===== src/lel_pkg.sv =====
package lel_pkg;

    // fixed-point format of every data field
    localparam int DATA_W = 32;
    localparam int FRAC_W = 16;

    // ln(2) in Q30
    localparam logic [29:0] LN2_Q30 = 30'd744261118;

    // configuration register indexes
    localparam logic CFG_LOSS_KIND = 1'b0;
    localparam logic CFG_DELTA     = 1'b1;

    // loss kinds
    typedef enum logic [2:0] {
        KIND_LOG      = 3'd0,
        KIND_SQUARED  = 3'd1,
        KIND_ABSOLUTE = 3'd2,
        KIND_HUBER    = 3'd3,
        KIND_PSEUDO   = 3'd4
    } loss_kind_t;

    // pipeline stage map
    localparam int ST_IN        = 0;
    localparam int ST_PREP      = 1;
    localparam int ST_MULT      = 2;
    localparam int ST_SEL       = 3;
    localparam int ST_SQ_FIRST  = 4;
    localparam int ST_LOG_LAST  = 33;
    localparam int ST_SQ_LAST   = 36;
    localparam int ST_POST      = 37;
    localparam int ST_DIV_FIRST = 38;
    localparam int ST_DIV_LAST  = 68;
    localparam int NUM_ST       = 69;

    // everything one item carries down the pipeline
    typedef struct packed {
        logic [2:0]         kind;
        logic [30:0]        d;
        logic signed [31:0] y;
        logic signed [31:0] p;
        logic               eneg;
        logic [32:0]        emag;
        logic [3:0]         lb;
        logic [30:0]        x;
        logic [29:0]        frac;
        logic               yneg;
        logic [31:0]        ymag;
        logic               lgneg;
        logic [32:0]        lgmag;
        logic [61:0]        dd;
        logic [65:0]        ee;
        logic [63:0]        de;
        logic [65:0]        nrad;
        logic [34:0]        srem;
        logic [32:0]        root;
        logic [63:0]        drem;
        logic [30:0]        quo;
        logic [20:0]        nl;
        logic               lneg;
        logic               gneg;
        logic [48:0]        lmag;
        logic [33:0]        gmag;
    } pipe_t;

endpackage


===== src/lel_div_step.sv =====
module lel_div_step
(
    input  lel_pkg::pipe_t din,
    output lel_pkg::pipe_t dout
);

    logic [63:0] dvs;
    logic [63:0] rem;
    logic        qb;

    // one quotient bit of |e|*d / root, remainder shifts left
    always_comb
    begin
        dout = din;
        dvs  = {1'b0, din.root, 30'd0};
        if (din.drem >= dvs)
        begin
            rem = din.drem - dvs;
            qb  = 1'b1;
        end
        else
        begin
            rem = din.drem;
            qb  = 1'b0;
        end
        dout.drem = {rem[62:0], 1'b0};
        dout.quo  = {din.quo[29:0], qb};
    end

endmodule


===== config.mk =====
export PLATFORM = sky130hd
export DESIGN_NAME = lel_div_step
export DESIGN_NICKNAME = d
export VERILOG_FILES = /design/src/lel_pkg.sv /design/src/lel_div_step.sv
export SDC_FILE = /design/constraint.sdc
export NUM_CORES = 1
export LEC_CHECK = 0
export BUFFER_PORTS_ARGS = -buffer_cell sky130_fd_sc_hd__buf_2
export CAP_MARGIN = 40
export CORE_AREA = 2 2 622 624
export DETAILED_ROUTE_END_ITERATION = 8
export DIE_AREA = 0 0 624 626
export PLACE_DENSITY = 0.3
export SLEW_MARGIN = 40
export SYNTH_ARGS = -nofsm -noshare
export SYNTH_HDL_FRONTEND = slang
export SYNTH_SLANG_ARGS = --single-unit
export TNS_END_PERCENT = 1

===== constraint.sdc =====
create_clock -name vclk -period 5.4
set_input_delay 0.81 -clock vclk [all_inputs]
set_output_delay 0.81 -clock vclk [all_outputs]
set_load 0.1 [all_outputs]

# [Word-level counts from Yosys, hierarchy flattened]
# Index checks and enable logic that the tools add are counted.
[word_totals] reg_bits=0 latchBits=0 mem_bits_rw=0 romBits=0 in_bits=791 output_inout_bits=791 wordCells=4 n_memories=0
[classes] add_sub_neg=1 multipliers=0 div=0 magnitude_cmp=1 n_eq_ne=0 shifts=0 n_mux=2 n_bitwise=0 n_reduce_logical=0
[ops] cell="64-bit by 63-bit >= comparator with 1-bit output" count=1
[ops] cell="63-bit 2-to-1 mux" count=1
[ops] cell="63-bit subtractor" count=1
[ops] cell="1-bit 2-to-1 mux" count=1

# [Longest topological paths before layout]
# Gate-level depths: netlist of run 1.
[depth] word_depth=2 mapped_depth=12

# [Least setup slack after synthesis of run 1]
# No wires, ideal clock.
[synth_timing] path_type="input port to output port" startpoint="input port din[212] (netlist bit)" endpoint="output port dout[197] (netlist bit)" arrival_time_ns=4.978 path_slack_ns=-0.388 path_stages=10 path_cell_list="inv_1 > ha_1 > buf_2 > nand4_1 > or3_4 > or4_1 > o22ai_2 > o21ai_2 > buf_2 > o31ai_1"
[synth_rtl] element="start: declaration" line="lel_div_step.sv:3" rtl="input lel_pkg::pipe_t din,"
[synth_rtl] element="end: declaration" line="lel_div_step.sv:4" rtl="output lel_pkg::pipe_t dout"

==> key figures, run 1 <==
GRT
  • First-pass GRT wire length: 251 mm
  • Antenna violations before repair: 43
  • Total track usage: 11.6%
  • Vias in the first global route: 5590
  • Pin count of the biggest net entering global routing: 19
  • Grt total ovfl: 0

Place
  • IO buf count: 194
  • Placed Cells: about 5700
  • DP HPWL: between 200 and 250 mm
  • Routability-driven placement congestion ratio: 0.699
  • Post-DP Area: 10500 um^2
  • Dpl ws: 0.260 ns

Floorplanning
  • Chip height: 626 um
  • Die area: 391000 um^2
  • Core area: approximately 380000 um^2
  • Die width: 624 um
  • Top Ports: ~1600
  • Rows: 228
  • Initial core utilization: 2.14%

Critical path
  • Crit path capture type: primary output
  • WP data arrival: about 4.1 ns
  • Levels on crit path: 13
  • CP bufs+invs: 6
  • Crit-path most repeated cell: buf_4
  • Crit path max fanout: 9
  • Top cell family by delay on the critical path: simple AND/OR/NAND/NOR gates
  • CP Launch Type: primary input
  • Kind of critical path: in -> out
  • Critical Path Slowest Stage Cell: or4_1
  • Crit path required time: 4.59 ns
  • CP peak stage delay: 0.57 ns
  • Cells along the critical path: buf_2 > inv_1 > ha_1 > nand4_1 > or3_4 > or4_1 > o22ai_2 > o21ai_2 > buf_4 > buf_4 > o31ai_1 > buf_4 > buf_12

Clock tree
  • Post-CTS Setup Bufs: 0
  • CTS-repair resized insts: 0
  • Hold buffer count at cts: 0

Drt
  • Routed Antenna Nets: 0
  • Met1 WL: 28.8 mm
  • Total number of vias: ~6000
  • Via density: 1.06
  • Pre-antenna DRT Iters: 5
  • DRC: 0
  • Final wirelength: 237 mm
  • DR top layer: met5
  • Routed wire length per instance: 41.8 um
  • Metal2 WL: 108 mm
  • Met3 routed wirelength: 91.0 mm
  • Number of DRC markers in iteration 0: around 460

Power and ir drop
  • Internal: around 0.00043 W
  • Worst VDD drop: 0.0000963 V
  • Combinational share of power: 100.0%
  • Pleak: 2.28 nW
  • Pwr/cell area: 149 nW/um^2
  • Net Sw Frac: between 70 and 80%
  • Clock share of power: 0%
  • Reg power frac: 0%
  • Switching power: 0.00114 W

Worst hold path
  • Hold Crit Depth: 0
  • Worst hold path class: in -> out

Finish
  • Sequential cell area: 0 um^2
  • Layout cell share with drive strength beyond 1: roughly two fifths
  • # nets final: 1440
  • Num sequential: 0
  • P&R area growth vs syn: 27.8%
  • Area of the multi-input gates: ~2300 um^2
  • Final core utilization: 2.74%
  • Filler cell count in the final layout: 45756
  • Clock buffer count: 0
  • Design area: between 10000 and 15000 um^2
  • Finished Layout Cells: 5679

Run status
  • Outcome: completed

STA
  • Final clock period utilization by the worst path: 90.6%
  • Hold_ws: about 1.6 ns
  • Final setup fails: 0
  • Crit path time final: 4.89 ns
  • PnR worst setup slack: 0.505 ns
  • Highest clock rate: 204 MHz
  • Final Max Slew Viols: 0
  • Slew HR: a little under half
  • Final hold vios: 0
  • Unrepaired setup endpoints after global routing: false
  • Least-Margin Pin Slew: around 0.82 ns

Yosys
  • Instance count of the mapped netlist: roughly 1200
  • Synth area leaders: buf_4, ha_1, a21oi_1
  • Synthesized area: 8230 um^2
  • Synth unique cells: 57
  • Top cell type's share of synthesized area: between 60 and 70%
  • Register area share after synthesis: 0%
  • Synthesis Warnings: 0
  • Commonest cells in the netlist: buf_4, a21oi_1, inv_1
  • Top-count cell post-synth: buf_4
  • Leading area contributor after synthesis: buf_4
  • Syn avg cell area: 7.08 um^2
  • Syn nets: 1987

Run
  • MaxCap Viol Count: 0
## logic make-up after synthesis
family | synth area share, %
buffers and inverters | 72.7
AO/OA/AOI/OAI | 11.6
AND/OR/NAND/NOR | 7.62
adder cells (fa/ha/maj) | 5.26
XOR/XNOR | 2.45
multiplexers | 0.410
other | 0.0456
## layer usage
| metal | global-route usage (%) | vias to the layer above |
|---|---|---|
| met2 | 18.7 | 1580 |
| met4 | 3.48 | 12 |
| met3 | 21.0 | 292 |
| met1 | 4.03 | 2220 |
| met5 | 0.938 | - |
| li1 | - | 1904 |
## path summary, 6_finish.rpt
| path | start | slack [ns] | to |
|---|---|---|---|
| worst max-delay path | din[211] | 0.51 | dout[195] |
| worst min-delay path | din[110] | 1.62 | dout[111] |
## metrics by stage
stage / setup TNS, ns / total power (W)
floorplan: -1.90 / 0.00337
global placement: 0 / 0.00162
detailed placement: 0 / 0.00161
CTS: 0 / 0.00162
global route: 0 / 0.00166
finish: 0 / 0.00157
## area by class of cell
| type | count | share of cell area (%) |
|---|---|---|
| tap | 5060 | 60.2 |
| multi-input combinational | 338 | 21.4 |
| timing repair buffer | 228 | 16.5 |
| inverter | 47 | 1.73 |
| antenna | 6 | 0.143 |
## cell usage in the layout (no fill, tap or decap), types with 8 or more instances in the layout
cell type	count
a21oi_1	57
buf_4	40
nor4_1	8
xnor2_1	13
ha_1	33
xor2_1	10
o21ai_0	24
nand3_1	18
nand2_1	24
a21o_1	14
inv_1	46
buf_12	33
buf_2	155
nor2_1	42
## power by group through the flow
stage                     logic [W]  clock network, W  registers [W]
after floorplan             0.00337                 0              0
after global placement      0.00162                 0              0
after detailed placement    0.00161                 0              0
after CTS                   0.00162                 0              0
after global routing        0.00166    0.000000000133              0
final                       0.00157    0.000000000106              0
Note: power is estimated with default switching activity, not from simulation.
==> inputs of run 2 (changes only) <==
--- a/config.mk
+++ b/config.mk
@@ -5,11 +5,12 @@
 export SDC_FILE = /design/constraint.sdc
 export NUM_CORES = 1
 export LEC_CHECK = 0
+export ABC_AREA = 1
 export BUFFER_PORTS_ARGS = -buffer_cell sky130_fd_sc_hd__buf_2
 export CAP_MARGIN = 40
-export CORE_AREA = 2 2 622 624
+export CORE_AREA = 2 2 620 622
 export DETAILED_ROUTE_END_ITERATION = 8
-export DIE_AREA = 0 0 624 626
+export DIE_AREA = 0 0 622 624
 export PLACE_DENSITY = 0.3
 export SLEW_MARGIN = 40
 export SYNTH_ARGS = -nofsm -noshare
==> run 2 against run 1 <==
Effect of this change: routed wire length rose by 12%; global-route usage is 1.6 points higher; critical path depth rose by 3; critical endpoint is now dout[171]; critical path type unchanged; utilization grew 0.23 points; setup slack improved by 0.58 ns; die area is 0.64% lower; largest power group unchanged; final cell count grew 4.7%; synthesized area up 12%; non-clock buffer count is 26 lower; power shrank 5.0%; worst hold slack unchanged.
==> key figures, run 2 <==
Yosys
  • Register area share after synthesis: 0% (unchanged)
  • Synthesis Warnings: 0 (unchanged)
  • Leading area contributor after synthesis: buf_4
  • Commonest cells in the netlist: buf_4, nand2_1, inv_1
  • Synth unique cells: 33 (-42%)
  • Syn nets: 2297 (+16%)
  • Synth area leaders: buf_4, nand2_1, inv_1
  • Instance count of the mapped netlist: 1472 (+27%)
  • Synthesized area: 9260 um^2 (+12%)
  • Top cell type's share of synthesized area: 61.5% (-8.2 points)
  • Top-count cell post-synth: buf_4
  • Syn avg cell area: 6.29 um^2 (-11%)

Floorplanning
  • Rows: 227 (-0.44%)
  • Chip height: 624 um (-0.32%)
  • Die width: 622 um (-0.32%)
  • Initial core utilization: 2.43% (+0.29 points)
  • Core area: 381000 um^2 (-0.81%)
  • Top Ports: 1582 (unchanged)
  • Die area: 388000 um^2 (-0.64%)

Power and ir drop
  • Switching power: 0.00113 W (-0.28%)
  • Internal: 0.000356 W (-18%)
  • Pwr/cell area: 132 nW/um^2 (-12%)
  • Worst VDD drop: 0.0000493 V (-49%)
  • Pwr Total: 0.00149 W (-5.0%)
  • Net Sw Frac: 76.1% (+3.6 points)
  • Pleak: 3.36 nW (+48%)
  • Combinational share of power: 100.0% (about the same)
  • Reg power frac: 0% (unchanged)
  • Clock share of power: 0% (unchanged)

Drt
  • Via density: 1.19 (+13%)
  • Pre-antenna DRT Iters: 4 (-1)
  • DRC: 0 (unchanged)
  • Number of DRC markers in iteration 0: 459 (-0.43%)
  • Routed wire length per instance: 44.7 um (+7.1%)
  • Metal2 WL: 119 mm (+9.9%)
  • Met3 routed wirelength: 103 mm (+13%)
  • Total number of vias: 7087 (+18%)
  • DR top layer: met5
  • Met1 WL: 37.4 mm (+30%)
  • Final wirelength: 266 mm (+12%)
  • Routed Antenna Nets: 0 (unchanged)

Clock tree
  • CTS-repair resized insts: 0 (unchanged)
  • Hold buffer count at cts: 0 (unchanged)
  • Post-CTS Setup Bufs: 0 (unchanged)

Critical path
  • Worst Setup SP: din[226]
  • Crit path max fanout: 32 (+23)
  • CP peak stage delay: 0.43 ns (-0.14 ns)
  • Critical Path Slowest Stage Cell: ha_1
  • CP Launch Type: primary input
  • Crit path capture type: primary output
  • WP data arrival: 3.51 ns (-0.57 ns)
  • Cells along the critical path: buf_2 > inv_1 > ha_1 > nand2_1 > inv_2 > nand2_1 > inv_2 > nand2_2 > nor2_4 > and2_4 > nand2_4 > nand3_4 > buf_12 > nand2_2 > o21ai_2 > buf_4
  • Kind of critical path: in -> out
  • CP bufs+invs: 6 (unchanged)
  • Crit path required time: 4.59 ns (about the same)
  • Top cell family by delay on the critical path: buffers and inverters

STA
  • Setup TNS: 0 ns (unchanged)
  • Highest clock rate: 232 MHz (+13%)
  • Final Max Slew Viols: 0 (unchanged)
  • Final setup fails: 0 (unchanged)
  • Slew HR: 52.4% (+6.5 points)
  • Least-Margin Pin Slew: 0.719 ns (-0.0975 ns)
  • Final hold vios: 0 (unchanged)
  • Crit path time final: 4.32 ns (-0.575 ns)
  • Unrepaired setup endpoints after global routing: false
  • Final clock period utilization by the worst path: 80.0% (-11 points)

GRT
  • First-pass GRT wire length: 284 mm (+13%)
  • Grt total ovfl: 0 (unchanged)
  • Antenna violations before repair: 77 (+79%)
  • Vias in the first global route: 6620 (+18%)
  • Total track usage: 13.2% (+1.6 points)
  • Pin count of the biggest net entering global routing: 33 (+14)

Finish
  • Most common cell after layout, fill and taps aside: nand2_1
  • Area of the multi-input gates: 2790 um^2 (+24%)
  • Sequential cell area: 0 um^2 (unchanged)
  • Num sequential: 0 (unchanged)
  • Filler cell count in the final layout: 45766 (+0.022%)
  • P&R area growth vs syn: 21.9%
  • # nets final: 1735 (+20%)
  • Commonest cells after routing, fill and taps aside: nand2_1, inv_1, buf_2
  • Clock buffer count: 0 (unchanged)
  • Layout cell share with drive strength beyond 1: 29.4% (-9.6 points)

Run status
  • Outcome: completed

Worst hold path
  • Hold wc startpoint: din[278]
  • Worst hold path class: in -> out

Place
  • Routability-driven placement congestion ratio: 0.713 (+2.0%)
  • IO buf count: 194 (unchanged)
  • DP HPWL: 258 mm (+12%)

Run
  • MaxCap Viol Count: 0 (unchanged)
run 2: cell families after synthesis:
group | Yosys count | share of synthesized area [%]
compound gates | 41 | 2.92
xor+xnor | 15 | 1.42
fa+ha+maj | 34 | 4.68
simple gates | 431 | 21.1
buf+inv | 950 | 69.9
other cells | 1 | 0.0405
run 2: power groups by stage:
stage                     combinational [W]        clock [W]  sequential, W
after floorplan                     0.00333                0              0
after global routing                0.00161  0.0000000000257              0
after detailed placement            0.00154                0              0
final                               0.00149  0.0000000000258              0
after CTS                           0.00154                0              0
after global placement              0.00155                0              0
run 2: layout make-up:
cell class	count	share of cell area, %
well taps	5038	55.8
multi-input cells	522	24.7
repair buffers	202	13.3
inverters	184	6.12
diodes	1	0.0222
run 2: stage by stage:
step | area, um^2 | setup slack (ns) | hold WS [ns] | util [%] | std cells
2_1_floorplan | 9260 | 1.14 | 1.83 | - | 1472
3_3_place_gp | 11300 | 0.953 | 1.62 | 2.96 | 5946
3_5_place_dp | 11300 | 0.961 | 1.62 | 2.96 | 5946
4_1_cts | 11300 | 0.951 | 1.62 | 2.96 | 5946
5_1_grt | 11300 | 0.880 | 1.62 | 2.96 | 5947
6_report | 11300 | 1.08 | 1.62 | 2.96 | 5947
run 2: per-layer routing:
layer	vias up	track usage, %
met5	-	1.17
met3	258	23.9
li1	2503	-
met4	22	2.24
met2	1761	21.0
met1	2543	5.36
run 2: path summary, 6_finish.rpt:
check,end,slack [ns],depth (start not counted)
setup / recovery,dout[171],1.08,16
hold / removal,dout[278],1.62,0
==> inputs of run 3 (changes only) <==
--- a/config.mk
+++ b/config.mk
@@ -5,12 +5,12 @@
 export SDC_FILE = /design/constraint.sdc
 export NUM_CORES = 1
 export LEC_CHECK = 0
-export ABC_AREA = 1
+export ABC_AREA = 0
 export BUFFER_PORTS_ARGS = -buffer_cell sky130_fd_sc_hd__buf_2
 export CAP_MARGIN = 40
-export CORE_AREA = 2 2 620 622
+export CORE_AREA = 2 2 608 610
 export DETAILED_ROUTE_END_ITERATION = 8
-export DIE_AREA = 0 0 622 624
+export DIE_AREA = 0 0 610 612
 export PLACE_DENSITY = 0.3
 export SLEW_MARGIN = 40
 export SYNTH_ARGS = -nofsm -noshare
==> constraint.sdc (replaced) <==
create_clock -name vclk -period 3.5
set_input_delay 0.525 -clock vclk [all_inputs]
set_output_delay 0.525 -clock vclk [all_outputs]
set_load 0.1 [all_outputs]
==> run 3 against run 2 <==
Effect of this change: the flow now finishes with violations (negative setup slack); via count is 4.1% lower; combinational power up 110%; final cell count shrank 5.6%; global-route usage is 1.2 points lower.
==> key figures, run 3 (synthesis results as in run 1) <==
Power and ir drop
  • Combinational share of power: 100.0% (about the same)
  • Switching power: 0.00204 W (+80%)
  • Net Sw Frac: 65.6% (-11 points)
  • Worst VDD drop: 0.0000785 V (+59%)
  • Clock share of power: 0% (unchanged)
  • Internal: 0.00107 W (+200%)
  • Reg power frac: 0% (unchanged)
  • Pleak: 3.26 nW (-3.1%)
  • Pwr/cell area: 248 nW/um^2 (+88%)
  • Pwr Total: 0.00312 W (+110%)

GRT
  • Vias in the first global route: 6388 (-3.5%)
  • Total track usage: 12.0% (-1.2 points)
  • Pin count of the biggest net entering global routing: 28 (-15%)
  • Antenna violations before repair: 63 (-18%)
  • Grt total ovfl: 0 (unchanged)
  • First-pass GRT wire length: 250 mm (-12%)

Floorplanning
  • Die area: 373000 um^2 (-3.8%)
  • Core area: 367000 um^2 (-3.7%)
  • Die width: 610 um (-1.9%)
  • Chip height: 612 um (-1.9%)
  • Top Ports: 1582 (unchanged)
  • Initial core utilization: 2.24% (-0.19 points)
  • Rows: 223 (-1.8%)

Finish
  • Clock buffer count: 0 (unchanged)
  • # nets final: 1600 (-7.8%)
  • Commonest cells after routing, fill and taps aside: buf_4, buf_2, buf_12
  • P&R area growth vs syn: 52.5%
  • Num sequential: 0 (unchanged)
  • Final core utilization: 3.42% (+0.46 points)
  • Most common cell after layout, fill and taps aside: buf_4
  • Finished Layout Cells: 5614 (-5.6%)
  • Sequential cell area: 0 um^2 (unchanged)
  • Layout cell share with drive strength beyond 1: 65.1% (+36 points)

Drt
  • Via density: 1.21 (+1.6%)
  • Pre-antenna DRT Iters: 5 (+1)
  • Routed wire length per instance: 41.8 um (-6.6%)
  • Number of DRC markers in iteration 0: 397 (-14%)
  • Final wirelength: 235 mm (-12%)
  • Total number of vias: 6794 (-4.1%)
  • DRC: 0 (unchanged)
  • Routed Antenna Nets: 0 (unchanged)

Critical path
  • Crit path max fanout: 6 (-81%)
  • Critical Path Slowest Stage Cell: a311oi_4
  • WP data arrival: 3.07 ns (-0.44 ns)
  • CP Launch Type: primary input
  • Crit path capture type: primary output
  • CP peak stage delay: 0.32 ns (-0.11 ns)
  • Crit-path most repeated cell: buf_12
  • Cells along the critical path: buf_2 > inv_2 > ha_4 > a21o_4 > a31o_4 > a311oi_4 > nand3_2 > o21ai_4 > clkinv_4 > buf_12 > clkbuf_16 > buf_6 > a21oi_4 > buf_12
  • Kind of critical path: in -> out
  • Crit path required time: 2.97 ns (-1.62 ns)

Run
  • MaxCap Viol Count: 0 (unchanged)

STA
  • Hold_ws: 1.05 ns (-0.570 ns)
  • Least-Margin Pin Slew: 0.786 ns (+0.0662 ns)
  • Setup TNS: -1.28 ns (-1.28 ns)
  • Highest clock rate: 278 MHz
  • Crit path time final: around 3.6 ns
  • PnR worst setup slack: -0.0978 ns (-1.18 ns)
  • Final setup fails: 27 (+27)
  • Unrepaired setup endpoints after global routing: true
  • Final clock period utilization by the worst path: 103%
  • Final Max Slew Viols: 0 (unchanged)
  • Final hold vios: 0 (unchanged)
  • Slew HR: 48.0% (-4.4 points)

Place
  • IO buf count: 194 (unchanged)
  • DP HPWL: 226 mm (-12%)
  • Placed Cells: 5583 (-6.1%)
  • Routability-driven placement congestion ratio: 0.710 (-0.41%)

Worst hold path
  • Worst hold path class: in -> out

Run status
  • Violated checks: negative setup slack
  • Outcome: finished, violations left

Clock tree
  • Hold buffer count at cts: 0 (unchanged)
## run 3: cell type report
| cell class | instances | area [um^2] |
|---|---|---|
| inverter | 47 | 214 |
| fill | 43801 | 355000 |
| timing repair buffer | 388 | 3200 |
| tap | 4837 | 6050 |
| antenna | 4 | 10.0 |
| multi-input combinational | 338 | 3080 |
## run 3: critical path, delay by kind of cell
kind                     cells  cell delay, ns
buffers and inverters        7            0.92
AND/OR/NAND/NOR              1            0.14
AO/OA/AOI/OAI                5            1.23
adder cells (fa/ha/maj)      1            0.21
## run 3: worst paths after layout
path,from,end,cells after the start
worst max-delay path,din[220],dout[180],14
worst min-delay path,din[267],dout[267],0
## run 3: per-stage QoR
| step | cell area [um^2] | setup slack [ns] |
|---|---|---|
| 6_report | 12600 | -0.0978 |
| 5_1_grt | 12500 | -0.211 |
| 4_1_cts | 12100 | -0.211 |
| 3_5_place_dp | 11800 | -0.733 |
| 3_3_place_gp | 11800 | -0.732 |
| 2_1_floorplan | 8780 | -0.163 |
## run 3: repair_timing
item	in CTS	in global routing
setup endpoints to repair	34	34
resized for setup	55	67
pin swaps	24	26
setup buffers	11	14
cloned	0	4
## run 3: power by group through the flow
stage / clock network [W] / logic (W) / registers (W)
after floorplan: 0 / 0.00540 / 0
after global placement: 0 / 0.00297 / 0
after detailed placement: 0 / 0.00296 / 0
after CTS: 0 / 0.00304 / 0
after global routing: 0 / 0.00333 / 0
final: 0.000000000173 / 0.00312 / 0
## run 3: routing by layer
layer	vias to the layer above	GRT usage, %	wire length [um]
met4	12	2.32	6430
li1	2213	-	-
met5	-	0.994	464
met3	276	21.0	86800
met2	1716	19.6	108000
met1	2577	4.85	33300
